$ cat src/positional_list_engine_defines.svh
// assertion macros used by the list engine back end
`ifndef POSITIONAL_LIST_ENGINE_DEFINES_SVH
`define POSITIONAL_LIST_ENGINE_DEFINES_SVH

// same-cycle implication, checked on clk, off during rst
`define PLE_ASSERT_NOW(lbl, ante, cons, msg) \
  lbl: assert property (@(posedge clk) disable iff (rst) (ante) |-> (cons)) \
    else $error(msg);

// next-cycle implication, checked on clk, off during rst
`define PLE_ASSERT_NEXT(lbl, ante, cons, msg) \
  lbl: assert property (@(posedge clk) disable iff (rst) (ante) |=> (cons)) \
    else $error(msg);

`endif

$ cat src/ple_pkg.sv
package ple_pkg;

  localparam int CAPACITY = 16;
  localparam int IDX_W    = $clog2(CAPACITY);
  localparam int CNT_W    = $clog2(CAPACITY + 1);

  localparam int MODE_W   = 2;
  localparam int VALUE_W  = 32;
  localparam int POS_W    = 8;
  localparam int STATUS_W = 2;
  localparam int COUNT_W  = 5;

  // wide enough for position and count + 1
  localparam int CMP_W = ((POS_W > CNT_W) ? POS_W : CNT_W) + 1;

  localparam int QDEPTH = 2;
  localparam int QPTR_W = $clog2(QDEPTH);
  localparam int QCNT_W = $clog2(QDEPTH + 1);

  localparam logic [MODE_W-1:0] MODE_INSERT = 2'd0;
  localparam logic [MODE_W-1:0] MODE_DELETE = 2'd1;
  localparam logic [MODE_W-1:0] MODE_DUMP   = 2'd2;

  localparam logic [STATUS_W-1:0] ST_OK    = 2'd0;
  localparam logic [STATUS_W-1:0] ST_RANGE = 2'd1;
  localparam logic [STATUS_W-1:0] ST_FULL  = 2'd2;

  typedef logic signed [VALUE_W-1:0] value_t;
  typedef logic [IDX_W-1:0]          idx_t;
  typedef logic [CNT_W-1:0]          cnt_t;

  typedef enum logic [1:0] {
    OP_NOP,
    OP_INS,
    OP_DEL,
    OP_DUMP
  } op_t;

  // classified command handed from front to back
  typedef struct packed {
    op_t                 kind;
    idx_t                idx;
    value_t              value;
    logic [STATUS_W-1:0] status;
    cnt_t                cnt;
  } cmd_t;

endpackage

$ cat src/ple_if.sv
interface ple_req_if;
  import ple_pkg::*;

  logic                valid;
  logic                ready;
  logic [MODE_W-1:0]   mode;
  value_t              value;
  logic [POS_W-1:0]    position;

  modport source (output valid, output mode, output value, output position, input ready);
  modport sink   (input valid, input mode, input value, input position, output ready);
endinterface

interface ple_rsp_if;
  import ple_pkg::*;

  logic                valid;
  logic                ready;
  value_t              element;
  logic                element_valid;
  logic                last;
  logic [STATUS_W-1:0] status;
  logic [COUNT_W-1:0]  entry_count;

  modport source (output valid, output element, output element_valid, output last,
                  output status, output entry_count, input ready);
  modport sink   (input valid, input element, input element_valid, input last,
                  input status, input entry_count, output ready);
endinterface

$ cat src/ple_front.sv
module ple_front (
  input  logic          clk,
  input  logic          rst,
  ple_req_if.sink       req,
  output logic          push_valid,
  input  logic          push_ready,
  output ple_pkg::cmd_t push_cmd
);
  import ple_pkg::*;

  // count as it will stand once every queued command has run
  cnt_t             cnt;
  logic [CMP_W-1:0] pos_ext;
  logic [CMP_W-1:0] cnt_ext;
  logic [POS_W-1:0] pos_m1;
  logic             pos_zero;
  logic             full;

  always_comb begin
    pos_ext  = CMP_W'(req.position);
    cnt_ext  = CMP_W'(cnt);
    pos_m1   = req.position - POS_W'(1);
    pos_zero = (req.position == '0);
    full     = (cnt == CNT_W'(CAPACITY));

    push_cmd.kind   = OP_NOP;
    push_cmd.idx    = pos_m1[IDX_W-1:0];
    push_cmd.value  = req.value;
    push_cmd.status = ST_OK;
    push_cmd.cnt    = cnt;

    case (req.mode)
      MODE_INSERT: begin
        if (pos_zero || pos_ext > cnt_ext + CMP_W'(1)) begin
          push_cmd.status = ST_RANGE;
        end else if (full) begin
          push_cmd.status = ST_FULL;
        end else begin
          push_cmd.kind = OP_INS;
          push_cmd.cnt  = cnt + CNT_W'(1);
        end
      end
      MODE_DELETE: begin
        if (pos_zero || pos_ext > cnt_ext) begin
          push_cmd.status = ST_RANGE;
        end else begin
          push_cmd.kind = OP_DEL;
          push_cmd.cnt  = cnt - CNT_W'(1);
        end
      end
      MODE_DUMP: begin
        // empty list dumps as one bare result
        if (cnt != '0) begin
          push_cmd.kind = OP_DUMP;
        end
      end
      default: begin
        push_cmd.kind = OP_NOP;
      end
    endcase
  end

  assign push_valid = req.valid;
  assign req.ready  = push_ready;

  always_ff @(posedge clk) begin
    if (rst) begin
      cnt <= '0;
    end else if (req.valid && push_ready) begin
      cnt <= push_cmd.cnt;
    end
  end

endmodule

$ cat src/ple_queue.sv
module ple_queue (
  input  logic          clk,
  input  logic          rst,
  input  logic          push_valid,
  output logic          push_ready,
  input  ple_pkg::cmd_t push_cmd,
  output logic          pop_valid,
  input  logic          pop_ready,
  output ple_pkg::cmd_t pop_cmd
);
  import ple_pkg::*;

  cmd_t              slots [QDEPTH];
  logic [QPTR_W-1:0] wr_ptr;
  logic [QPTR_W-1:0] rd_ptr;
  logic [QCNT_W-1:0] fill;
  logic              push;
  logic              pop;

  assign push_ready = (fill != QCNT_W'(QDEPTH));
  assign pop_valid  = (fill != '0);
  assign pop_cmd    = slots[rd_ptr];
  assign push       = push_valid && push_ready;
  assign pop        = pop_valid && pop_ready;

  always_ff @(posedge clk) begin
    if (rst) begin
      wr_ptr <= '0;
      rd_ptr <= '0;
      fill   <= '0;
    end else begin
      if (push) begin
        wr_ptr <= (wr_ptr == QPTR_W'(QDEPTH - 1)) ? '0 : wr_ptr + QPTR_W'(1);
      end
      if (pop) begin
        rd_ptr <= (rd_ptr == QPTR_W'(QDEPTH - 1)) ? '0 : rd_ptr + QPTR_W'(1);
      end
      if (push && !pop) begin
        fill <= fill + QCNT_W'(1);
      end else if (pop && !push) begin
        fill <= fill - QCNT_W'(1);
      end
    end
  end

  always_ff @(posedge clk) begin
    if (push) begin
      slots[wr_ptr] <= push_cmd;
    end
  end

endmodule

$ cat src/ple_back.sv
`include "positional_list_engine_defines.svh"

module ple_back (
  input  logic          clk,
  input  logic          rst,
  input  logic          pop_valid,
  output logic          pop_ready,
  input  ple_pkg::cmd_t pop_cmd,
  ple_rsp_if.source     rsp
);
  import ple_pkg::*;

  value_t              slots [CAPACITY];
  logic                dumping;
  idx_t                dump_ptr;
  cnt_t                dump_cnt;
  logic                dump_last;
  logic                out_free;
  logic                pop;
  logic                out_valid;
  value_t              out_element;
  logic                out_ev;
  logic                out_last;
  logic [STATUS_W-1:0] out_status;
  cnt_t                out_cnt;

  assign out_free  = !out_valid || rsp.ready;
  assign pop_ready = out_free && !dumping;
  assign pop       = pop_valid && pop_ready;
  assign dump_last = (CNT_W'(dump_ptr) + CNT_W'(1) == dump_cnt);

  // list storage: the slots from the index up shift at once
  for (genvar g = 0; g < CAPACITY; g++) begin : g_slot
    always_ff @(posedge clk) begin
      if (pop && pop_cmd.kind == OP_INS) begin
        if (IDX_W'(g) == pop_cmd.idx) begin
          slots[g] <= pop_cmd.value;
        end else if (IDX_W'(g) > pop_cmd.idx) begin
          slots[g] <= slots[(g > 0) ? g - 1 : 0];
        end
      end else if (pop && pop_cmd.kind == OP_DEL) begin
        if (IDX_W'(g) >= pop_cmd.idx) begin
          slots[g] <= slots[(g < CAPACITY - 1) ? g + 1 : g];
        end
      end
    end
  end

  always_ff @(posedge clk) begin
    if (rst) begin
      out_valid <= 1'b0;
      dumping   <= 1'b0;
    end else if (dumping && out_free) begin
      out_valid <= 1'b1;
      dumping   <= !dump_last;
    end else if (pop) begin
      out_valid <= 1'b1;
      dumping   <= (pop_cmd.kind == OP_DUMP) && (pop_cmd.cnt != CNT_W'(1));
    end else if (rsp.ready) begin
      out_valid <= 1'b0;
    end
  end

  always_ff @(posedge clk) begin
    if (dumping && out_free) begin
      out_element <= slots[dump_ptr];
      out_ev      <= 1'b1;
      out_last    <= dump_last;
      out_status  <= ST_OK;
      out_cnt     <= dump_cnt;
      dump_ptr    <= dump_ptr + IDX_W'(1);
    end else if (pop) begin
      out_status <= pop_cmd.status;
      out_cnt    <= pop_cmd.cnt;
      if (pop_cmd.kind == OP_DUMP) begin
        out_element <= slots[0];
        out_ev      <= 1'b1;
        out_last    <= (pop_cmd.cnt == CNT_W'(1));
        dump_ptr    <= IDX_W'(1);
        dump_cnt    <= pop_cmd.cnt;
      end else begin
        out_element <= '0;
        out_ev      <= 1'b0;
        out_last    <= 1'b1;
      end
    end
  end

  assign rsp.valid         = out_valid;
  assign rsp.element       = out_element;
  assign rsp.element_valid = out_ev;
  assign rsp.last          = out_last;
  assign rsp.status        = out_status;
  assign rsp.entry_count   = COUNT_W'(out_cnt);

  `PLE_ASSERT_NOW(a_dump_ptr_in_range, dumping, CNT_W'(dump_ptr) < dump_cnt, "dump pointer past count")
  `PLE_ASSERT_NOW(a_open_dump, out_valid && !out_last, dumping && out_ev, "non-final result outside a dump")
  `PLE_ASSERT_NOW(a_bare_zero, out_valid && !out_ev, out_element == '0 && out_last, "bare result not zero and final")
  `PLE_ASSERT_NEXT(a_single_result, pop && pop_cmd.kind != OP_DUMP, out_valid && out_last && !out_ev && !dumping, "insert or delete gave no single final result")

endmodule

$ cat src/positional_list_engine.sv
// an accepted request is written into the command queue; the back end takes it from there
//   and registers its result in its output register, from which the result is shown
// the back end gives one result for an insert, a delete or a bare request and one per
//   stored entry for a dump, paced by the output register, and takes no new command during a dump
// the front end takes a new request each cycle while the two-entry command queue has room
// reset (synchronous, rst high): entry count zero, queue and output empty;
//   list contents are not cleared and hold no meaning until written
module positional_list_engine (
  input  logic      clk,
  input  logic      rst,
  ple_req_if.sink   req,
  ple_rsp_if.source rsp
);
  import ple_pkg::*;

  // front to queue
  logic push_valid;
  logic push_ready;
  cmd_t push_cmd;

  // queue to back
  logic pop_valid;
  logic pop_ready;
  cmd_t pop_cmd;

  // front end: range and full checks against its own running count,
  // so classification never waits on the back end
  ple_front u_front (
    .clk        (clk),
    .rst        (rst),
    .req        (req),
    .push_valid (push_valid),
    .push_ready (push_ready),
    .push_cmd   (push_cmd)
  );

  // short command queue, lets a dump in the back end run while requests keep arriving
  ple_queue u_queue (
    .clk        (clk),
    .rst        (rst),
    .push_valid (push_valid),
    .push_ready (push_ready),
    .push_cmd   (push_cmd),
    .pop_valid  (pop_valid),
    .pop_ready  (pop_ready),
    .pop_cmd    (pop_cmd)
  );

  // back end: shifting slot array plus registered result stage;
  // insert/delete shift slots from the index up; a dump walks one a cycle unless stalled
  ple_back u_back (
    .clk       (clk),
    .rst       (rst),
    .pop_valid (pop_valid),
    .pop_ready (pop_ready),
    .pop_cmd   (pop_cmd),
    .rsp       (rsp)
  );

endmodule

$ cat src/flat_wrapper.sv
// flat-port wrapper written by rule: the top's interface ports become plain ports
module positional_list_engine_flat import ple_pkg::*;
  (clk, rst, req_valid, req_mode, req_value, req_position, req_ready, rsp_valid, rsp_element, rsp_element_valid, rsp_last, rsp_status, rsp_entry_count, rsp_ready);
  ple_req_if req_i ();
  ple_rsp_if rsp_i ();
  input  logic clk;
  input  logic rst;
  input wire logic [$bits(req_i.valid)-1:0] req_valid;
  input wire logic [$bits(req_i.mode)-1:0] req_mode;
  input wire logic [$bits(req_i.value)-1:0] req_value;
  input wire logic [$bits(req_i.position)-1:0] req_position;
  output wire logic [$bits(req_i.ready)-1:0] req_ready;
  output wire logic [$bits(rsp_i.valid)-1:0] rsp_valid;
  output wire logic [$bits(rsp_i.element)-1:0] rsp_element;
  output wire logic [$bits(rsp_i.element_valid)-1:0] rsp_element_valid;
  output wire logic [$bits(rsp_i.last)-1:0] rsp_last;
  output wire logic [$bits(rsp_i.status)-1:0] rsp_status;
  output wire logic [$bits(rsp_i.entry_count)-1:0] rsp_entry_count;
  input wire logic [$bits(rsp_i.ready)-1:0] rsp_ready;
  assign req_i.valid = req_valid;
  assign req_i.mode = req_mode;
  assign req_i.value = req_value;
  assign req_i.position = req_position;
  assign req_ready = req_i.ready;
  assign rsp_valid = rsp_i.valid;
  assign rsp_element = rsp_i.element;
  assign rsp_element_valid = rsp_i.element_valid;
  assign rsp_last = rsp_i.last;
  assign rsp_status = rsp_i.status;
  assign rsp_entry_count = rsp_i.entry_count;
  assign rsp_i.ready = rsp_ready;
  positional_list_engine u_core (.clk(clk), .rst(rst), .req(req_i), .rsp(rsp_i));
endmodule
$ cat config.mk
export PLATFORM = sky130hd
export DESIGN_NAME = positional_list_engine_flat
export DESIGN_NICKNAME = d
export VERILOG_FILES = /design/src/ple_pkg.sv /design/src/ple_if.sv /design/src/ple_front.sv /design/src/ple_queue.sv /design/src/ple_back.sv /design/src/positional_list_engine.sv /design/src/flat_wrapper.sv
export VERILOG_INCLUDE_DIRS = /design/src /design/src/src
export SDC_FILE = /design/constraint.sdc
export NUM_CORES = 2
export LEC_CHECK = 0
export BUFFER_PORTS_ARGS = -buffer_cell sky130_fd_sc_hd__buf_4
export CAP_MARGIN = 20
export CELL_PAD_IN_SITES_DETAIL_PLACEMENT = 1
export CELL_PAD_IN_SITES_GLOBAL_PLACEMENT = 2
export CORE_MARGIN = 1
export CORE_UTILIZATION = 40
export DETAILED_ROUTE_END_ITERATION = 16
export GPL_TIMING_DRIVEN = 0
export PLACE_DENSITY_LB_ADDON = 0.1
export SETUP_SLACK_MARGIN = 0.2
export SLEW_MARGIN = 40
export SYNTH_ARGS = -nofsm -noshare
export SYNTH_HDL_FRONTEND = slang
export SYNTH_HIERARCHICAL = 1
export SYNTH_SLANG_ARGS = --single-unit
$ cat constraint.sdc
create_clock -name clk -period 14.45 [get_ports clk]
set_input_delay 2.1675 -clock clk [delete_from_list [all_inputs] [get_ports clk]]
set_output_delay 2.1675 -clock clk [all_outputs]
set_load 0.02 [all_outputs]
**Yosys cells after proc, flatten, opt, wreduce, memory -nomap -nowiden**

Memories as Yosys holds them, arrays and structs flattened. A register that Yosys moved wholly into a read port is not among the register bits.
Cells that the tools add are included.

- Output and inout bits: 43
- Bits in registers: 61
- RAM bits: 602
- Memories: 2

- $lt $le $gt $ge: 34
- Eq/ne operators: 25
- $add $sub $neg: 10
- Muxes and demuxes: 246
- Bitwise gates (word level): 33
- Reduce and logical (&&, ||, !) cells: 28

Memories:

| memory | depth | width | read ports | clocked after memory_dff | write ports | RTL line | text |
|---|---|---|---|---|---|---|---|
| u_core.u_back.slots | 16 | 32 | 17 | 1 | 16 | ple_back.sv:13 | `value_t slots [CAPACITY];` |
| u_core.u_queue.slots | 2 | 45 | 1 | 1 | 1 | ple_queue.sv:13 | `cmd_t slots [QDEPTH];` |

Operators with widths:

| cell | number |
|---|---|
| 32-bit 2-to-1 mux | 35 |
| 1-bit 2-to-1 mux | 194 |
| 4-bit equality test (first input constant) | 8 |
| 4-bit greater-or-equal comparator (first input constant) | 8 |
| 4-bit > comparator (first input constant) | 8 |
| 1-bit OR | 32 |
| 5-bit 2-to-1 mux | 5 |
| 3-bit by 4-bit equality test with 1-bit output (first input constant) | 4 |
| 3-bit by 4-bit greater-or-equal comparator with 1-bit output (first input constant) | 4 |
| 3-bit by 4-bit > comparator with 1-bit output (first input constant) | 4 |
| 4-bit 2-to-1 mux | 4 |
| 7-bit case mux with 2 select lines | 1 |
| 2-bit 2-to-1 mux | 6 |
| 1-bit logical AND | 9 |
| 2-bit by 4-bit equality test with 1-bit output (first input constant) | 2 |
| 1-bit by 4-bit greater-or-equal comparator with 1-bit output (first input constant) | 2 |
| 2-bit by 4-bit greater-or-equal comparator with 1-bit output (first input constant) | 2 |
| 1-bit by 4-bit > comparator with 1-bit output (first input constant) | 2 |
| 2-bit by 4-bit > comparator with 1-bit output (first input constant) | 2 |
| 8-bit by 5-bit > comparator with 1-bit output | 1 |
| 8-bit by 6-bit > comparator with 1-bit output | 1 |
| 8-bit zero test | 1 |
| 2-bit nonzero test | 4 |
| 5-bit by 1-bit adder with 6-bit output (second input constant) | 1 |
| 26 further kinds | 36 |

**Depth between registers and ports, before layout**

- Word-level depth: 9
- Depth in mapped cells: 12
- Depth with buffers taken out: 10

**By module**

Netlist, hierarchy kept.

Modules (own cells, without submodules):

| module | area an instance (um2) | instances | cells each | sequential area each (um2) |
|---|---|---|---|---|
| ple_back | 31,825.5 | 1 | 2,826 | 16,966.3 |
| ple_queue | 3,467.1 | 1 | 164 | 2,802.7 |
| ple_front | 1,290.0 | 1 | 169 | 100.1 |

**Worst setup path before layout**

OpenSTA, ideal clock, no wires.

- Path kind: input to register
- Start point: in rsp_ready
- End point: mem u_core/u_back/slots[5][0] (netlist bit), enable pin
- Required time: 14.058 ns
- Stages: 5
- Arrival: 5.982 ns
- Setup slack: 8.076 ns
- Path buffers: 1
- Cells stage by stage: nand2b_1 > buf_2 > nand4_2 > o21ai_0 > and2_1

RTL lines:

| item | RTL line | text |
|---|---|---|
| start: declaration | flat_wrapper.sv:19 | `input wire logic [$bits(rsp_i.ready)-1:0] rsp_ready;` |
| end: declaration | ple_back.sv:13 |  |

==> flow_metrics.tcl <==
set metrics [dict create \
    layout_min_cycle_time_ps 4760 \
    fmax_mhz 210 \
    cp_slowest_stage_delay_ps 610 \
    vdd_drop_max_mv 0.108 \
    wl_met3_um 5870 \
    drive_gt1_frac 0.177 \
    crit_arrival_ps 5040 \
    wl_met1_um 57200 \
    dr.max_layer_used "met4" \
    synth_area_um2 36600 \
    cts_made_buffers 80 \
    p_seq_frac 0.366 \
    io-pin-count 89 \
    wire_per_inst_um 29.9 \
    setup_viol 0 \
    die_y_um 304 \
    fin_cells 4573 \
    port-buffer-count 54 \
    final_area_um2 41700 \
    place_area_um2 39100 \
    switchingPower_mw 3.34 \
    place_congestion 0.916 \
    cts_hold_buf 0 \
    yosys.area.top_type "edfxtp_1" \
    synthTopCellsByCount "edfxtp_1 (649), nand2_1 (534), mux2i_1 (391)" \
    drv_slew 0 \
    worstMarginPinSlew_ps 846 \
    startpoint_type "primary input" \
    num_antenna_cells 0 \
    clock-sinks 668 \
    fin_nets 3400 \
    syn_nets 3221 \
    hold_ws_ps 459 \
    area_delta_synth_final_pct 13.9 \
    grt_pass1_wl_um 199000 \
    num_rows 110 \
    critPathMaxFanout 41 \
    dp_cells 4432 \
    worstHoldPathType "flop to flop" \
    power.share.clock 0.233 \
    end_kind "flop" \
    fin_util 0.461 \
    cp_slowest_cell "buf_4" \
    rsz0062_at_grt "false" \
    place_ws_ps 9060 \
    hold_viol 0 \
    synth_edf_count 649 \
    htreeDepth 3 \
    cts_tree "done" \
    syn_area_per_cell_um2 11.6 \
    avgViaCountPerCell 6.03 \
    firstDrtPassIters 5 \
    fin_crit_sh 0.329 \
    syn_inst 3159 \
    synth_top_area_share 0.533 \
    critPathBufInv 5 \
    drc 0 \
    cp_data_required_time_ps 14730 \
    cpMostUsedCell "buf_4" \
    clk_pin_slew_ps 50 \
    wl_met2_um 68400 \
    postCtsSetupRepairBufs 0 \
    wl_um 137000 \
    via_count 27600 \
    postSynth.asyncResetShare 0 \
    ys_warn_count 6 \
    grt_pass1_vias 29300 \
    ant_nets 0 \
    yosysUniqueCellTypes 72 \
    grtUsageTotal 0.293 \
    timing.final.ws_setup_ps 9690 \
    dieWidth_um 304 \
    ys_ff_latch 668 \
    clock_path_buffers 3 \
    antenna_found_initial 1 \
    synth_area_leaders "edfxtp_1 (53%), mux2i_1 (11%), nand2_1 (5.5%)" \
    fin_skew_ps 24.5 \
    die-area_um2 92700 \
    path_cells "buf_4, nand2b_1, buf_2, nand4_2, inv_1, buf_4, nand2_1, buf_4, nand2_4" \
    fp.coreArea_um2 90300 \
    grt_max_degree 42 \
    status "completed" \
    power_density_nw_per_um2 207 \
    seq_area_frac_synth 0.543 \
    leakage_nw 16.1 \
    power_mw 8.62 \
    root_buffer "clkbuf_16" \
    ctsResizeCount 0 \
    switching_share 0.388 \
    dpl.hpwl_um 105000 \
    start_util 0.405 \
    overflow 0 \
    finalSetupTns_ps 0 \
    crit_type "primary input to flop" \
    synth_flop_cell "edfxtp_1" \
    p_int_mw 5.28 \
    relSlewSlack 0.434 \
    clk_latency_ps 660 \
    critical-path-top-delay-family "buffers and inverters" \
    synth.most_common_cell "edfxtp_1" \
    drtIter0Drc 2094 \
    combPwrFrac 0.401 \
    drv_cap 0 \
]
## worst paths after layout
check	from	endpoint	slack, ps	cells after the start
max	rsp_ready	u_core/u_back/slots[6][7]	9690	9
min	u_core/u_back/rsp.element_valid	u_core/u_back/rsp.element_valid	460	2
max reg2reg	flop	u_core/u_back/slots[6][7]	9840	10
min reg2reg	u_core/u_back/rsp.element_valid	u_core/u_back/rsp.element_valid	460	2
## flip-flops by register name, indices dropped and copies added (netlist names), named ones only
signal	cells
u_core/u_queue/wr_ptr	1
u_core/u_back/rsp.valid	1
u_core/u_back/dump_ptr	4
u_core/u_queue/slots	90
u_core/u_back/rsp.status	2
u_core/u_front/cnt	5
u_core/u_back/rsp.entry_count	5
u_core/u_queue/fill	2
u_core/u_back/rsp.element_valid	1
u_core/u_queue/rd_ptr	1
u_core/u_back/dump_cnt	5
u_core/u_back/dumping	1
u_core/u_back/rsp.last	1
u_core/u_back/rsp.element	32
u_core/u_back/slots	512
## power groups by stage
stage          registers, mW  logic (mW)  clock network, mW
2_1_floorplan           3.15        2.03                  0
3_3_place_gp            3.22        3.21                  0
3_5_place_dp            3.19        3.45                  0
4_1_cts                 3.15        3.46               2.05
5_1_grt                 3.19        3.67               2.11
6_report                3.16        3.45               2.01
## cell usage in the layout (no fill, tap or decap), types with 12 or more instances in the layout
cell type and count:
o21ai_0 233, dfxtp_1 19, nand2_1 532, a21o_1 35, a22oi_1 34, buf_2 106, nand3_1 19, clkbuf_1 152
mux2i_1 391, a21oi_1 102, o211ai_1 14, a32oi_1 22, ha_1 16, buf_4 120, mux2_2 102, clkinv_2 12
clkinv_1 14, a31oi_1 131, inv_1 16, clkbuf_16 81, o21ai_1 23, nor2_1 218, a22o_1 32, edfxtp_1 649
mux4_2 82, a211oi_1 25, nor2b_1 29
## area by class of cell
cell class                      count  area [µm²]
Clock buffer                      104        2190
Clock inverter                     37         335
Fill cell                        9527       48600
Tap cell                         1176        1470
Multi-Input combinational cell   2175       15300
Sequential cell                   668       19900
Timing Repair Buffer               97         926
Inverter                           18        70.1
Buffer                            298        1510
## worst reg2reg max path, stage by stage, from the launching register on
cell and delay [ps]:
dfxtp_1 300, buf_2 460, buf_4 360, mux2_2 440, nor2b_1 200, nand4_2 340, inv_1 230, buf_4 610
nand2_1 500, buf_4 360, nand2_4 420
## cells by family (layout without fill, tap and decap cells)
kind of cell             Yosys count  count (layout)  share of synthesized area
AND/OR/NAND/NOR                  884             884                      0.101
buffers and inverters            316             554                     0.0427
XOR/XNOR                          15              15                    0.00359
flip-flops                       668             668                      0.543
adder cells (fa/ha/maj)           17              17                    0.00575
AO/OA/AOI/OAI                    675             675                      0.112
multiplexers                     584             584                      0.192
## routing by layer
| metal | vias up | GRT usage |
|---|---|---|
| li1 | 12200 | - |
| met1 | 14300 | 0.375 |
| met2 | 876 | 0.505 |
| met3 | 246 | 0.0353 |
| met4 | 0 | 0.112 |
| met5 | - | 0 |
No activity file was read; power rests on OpenSTA's default activity.
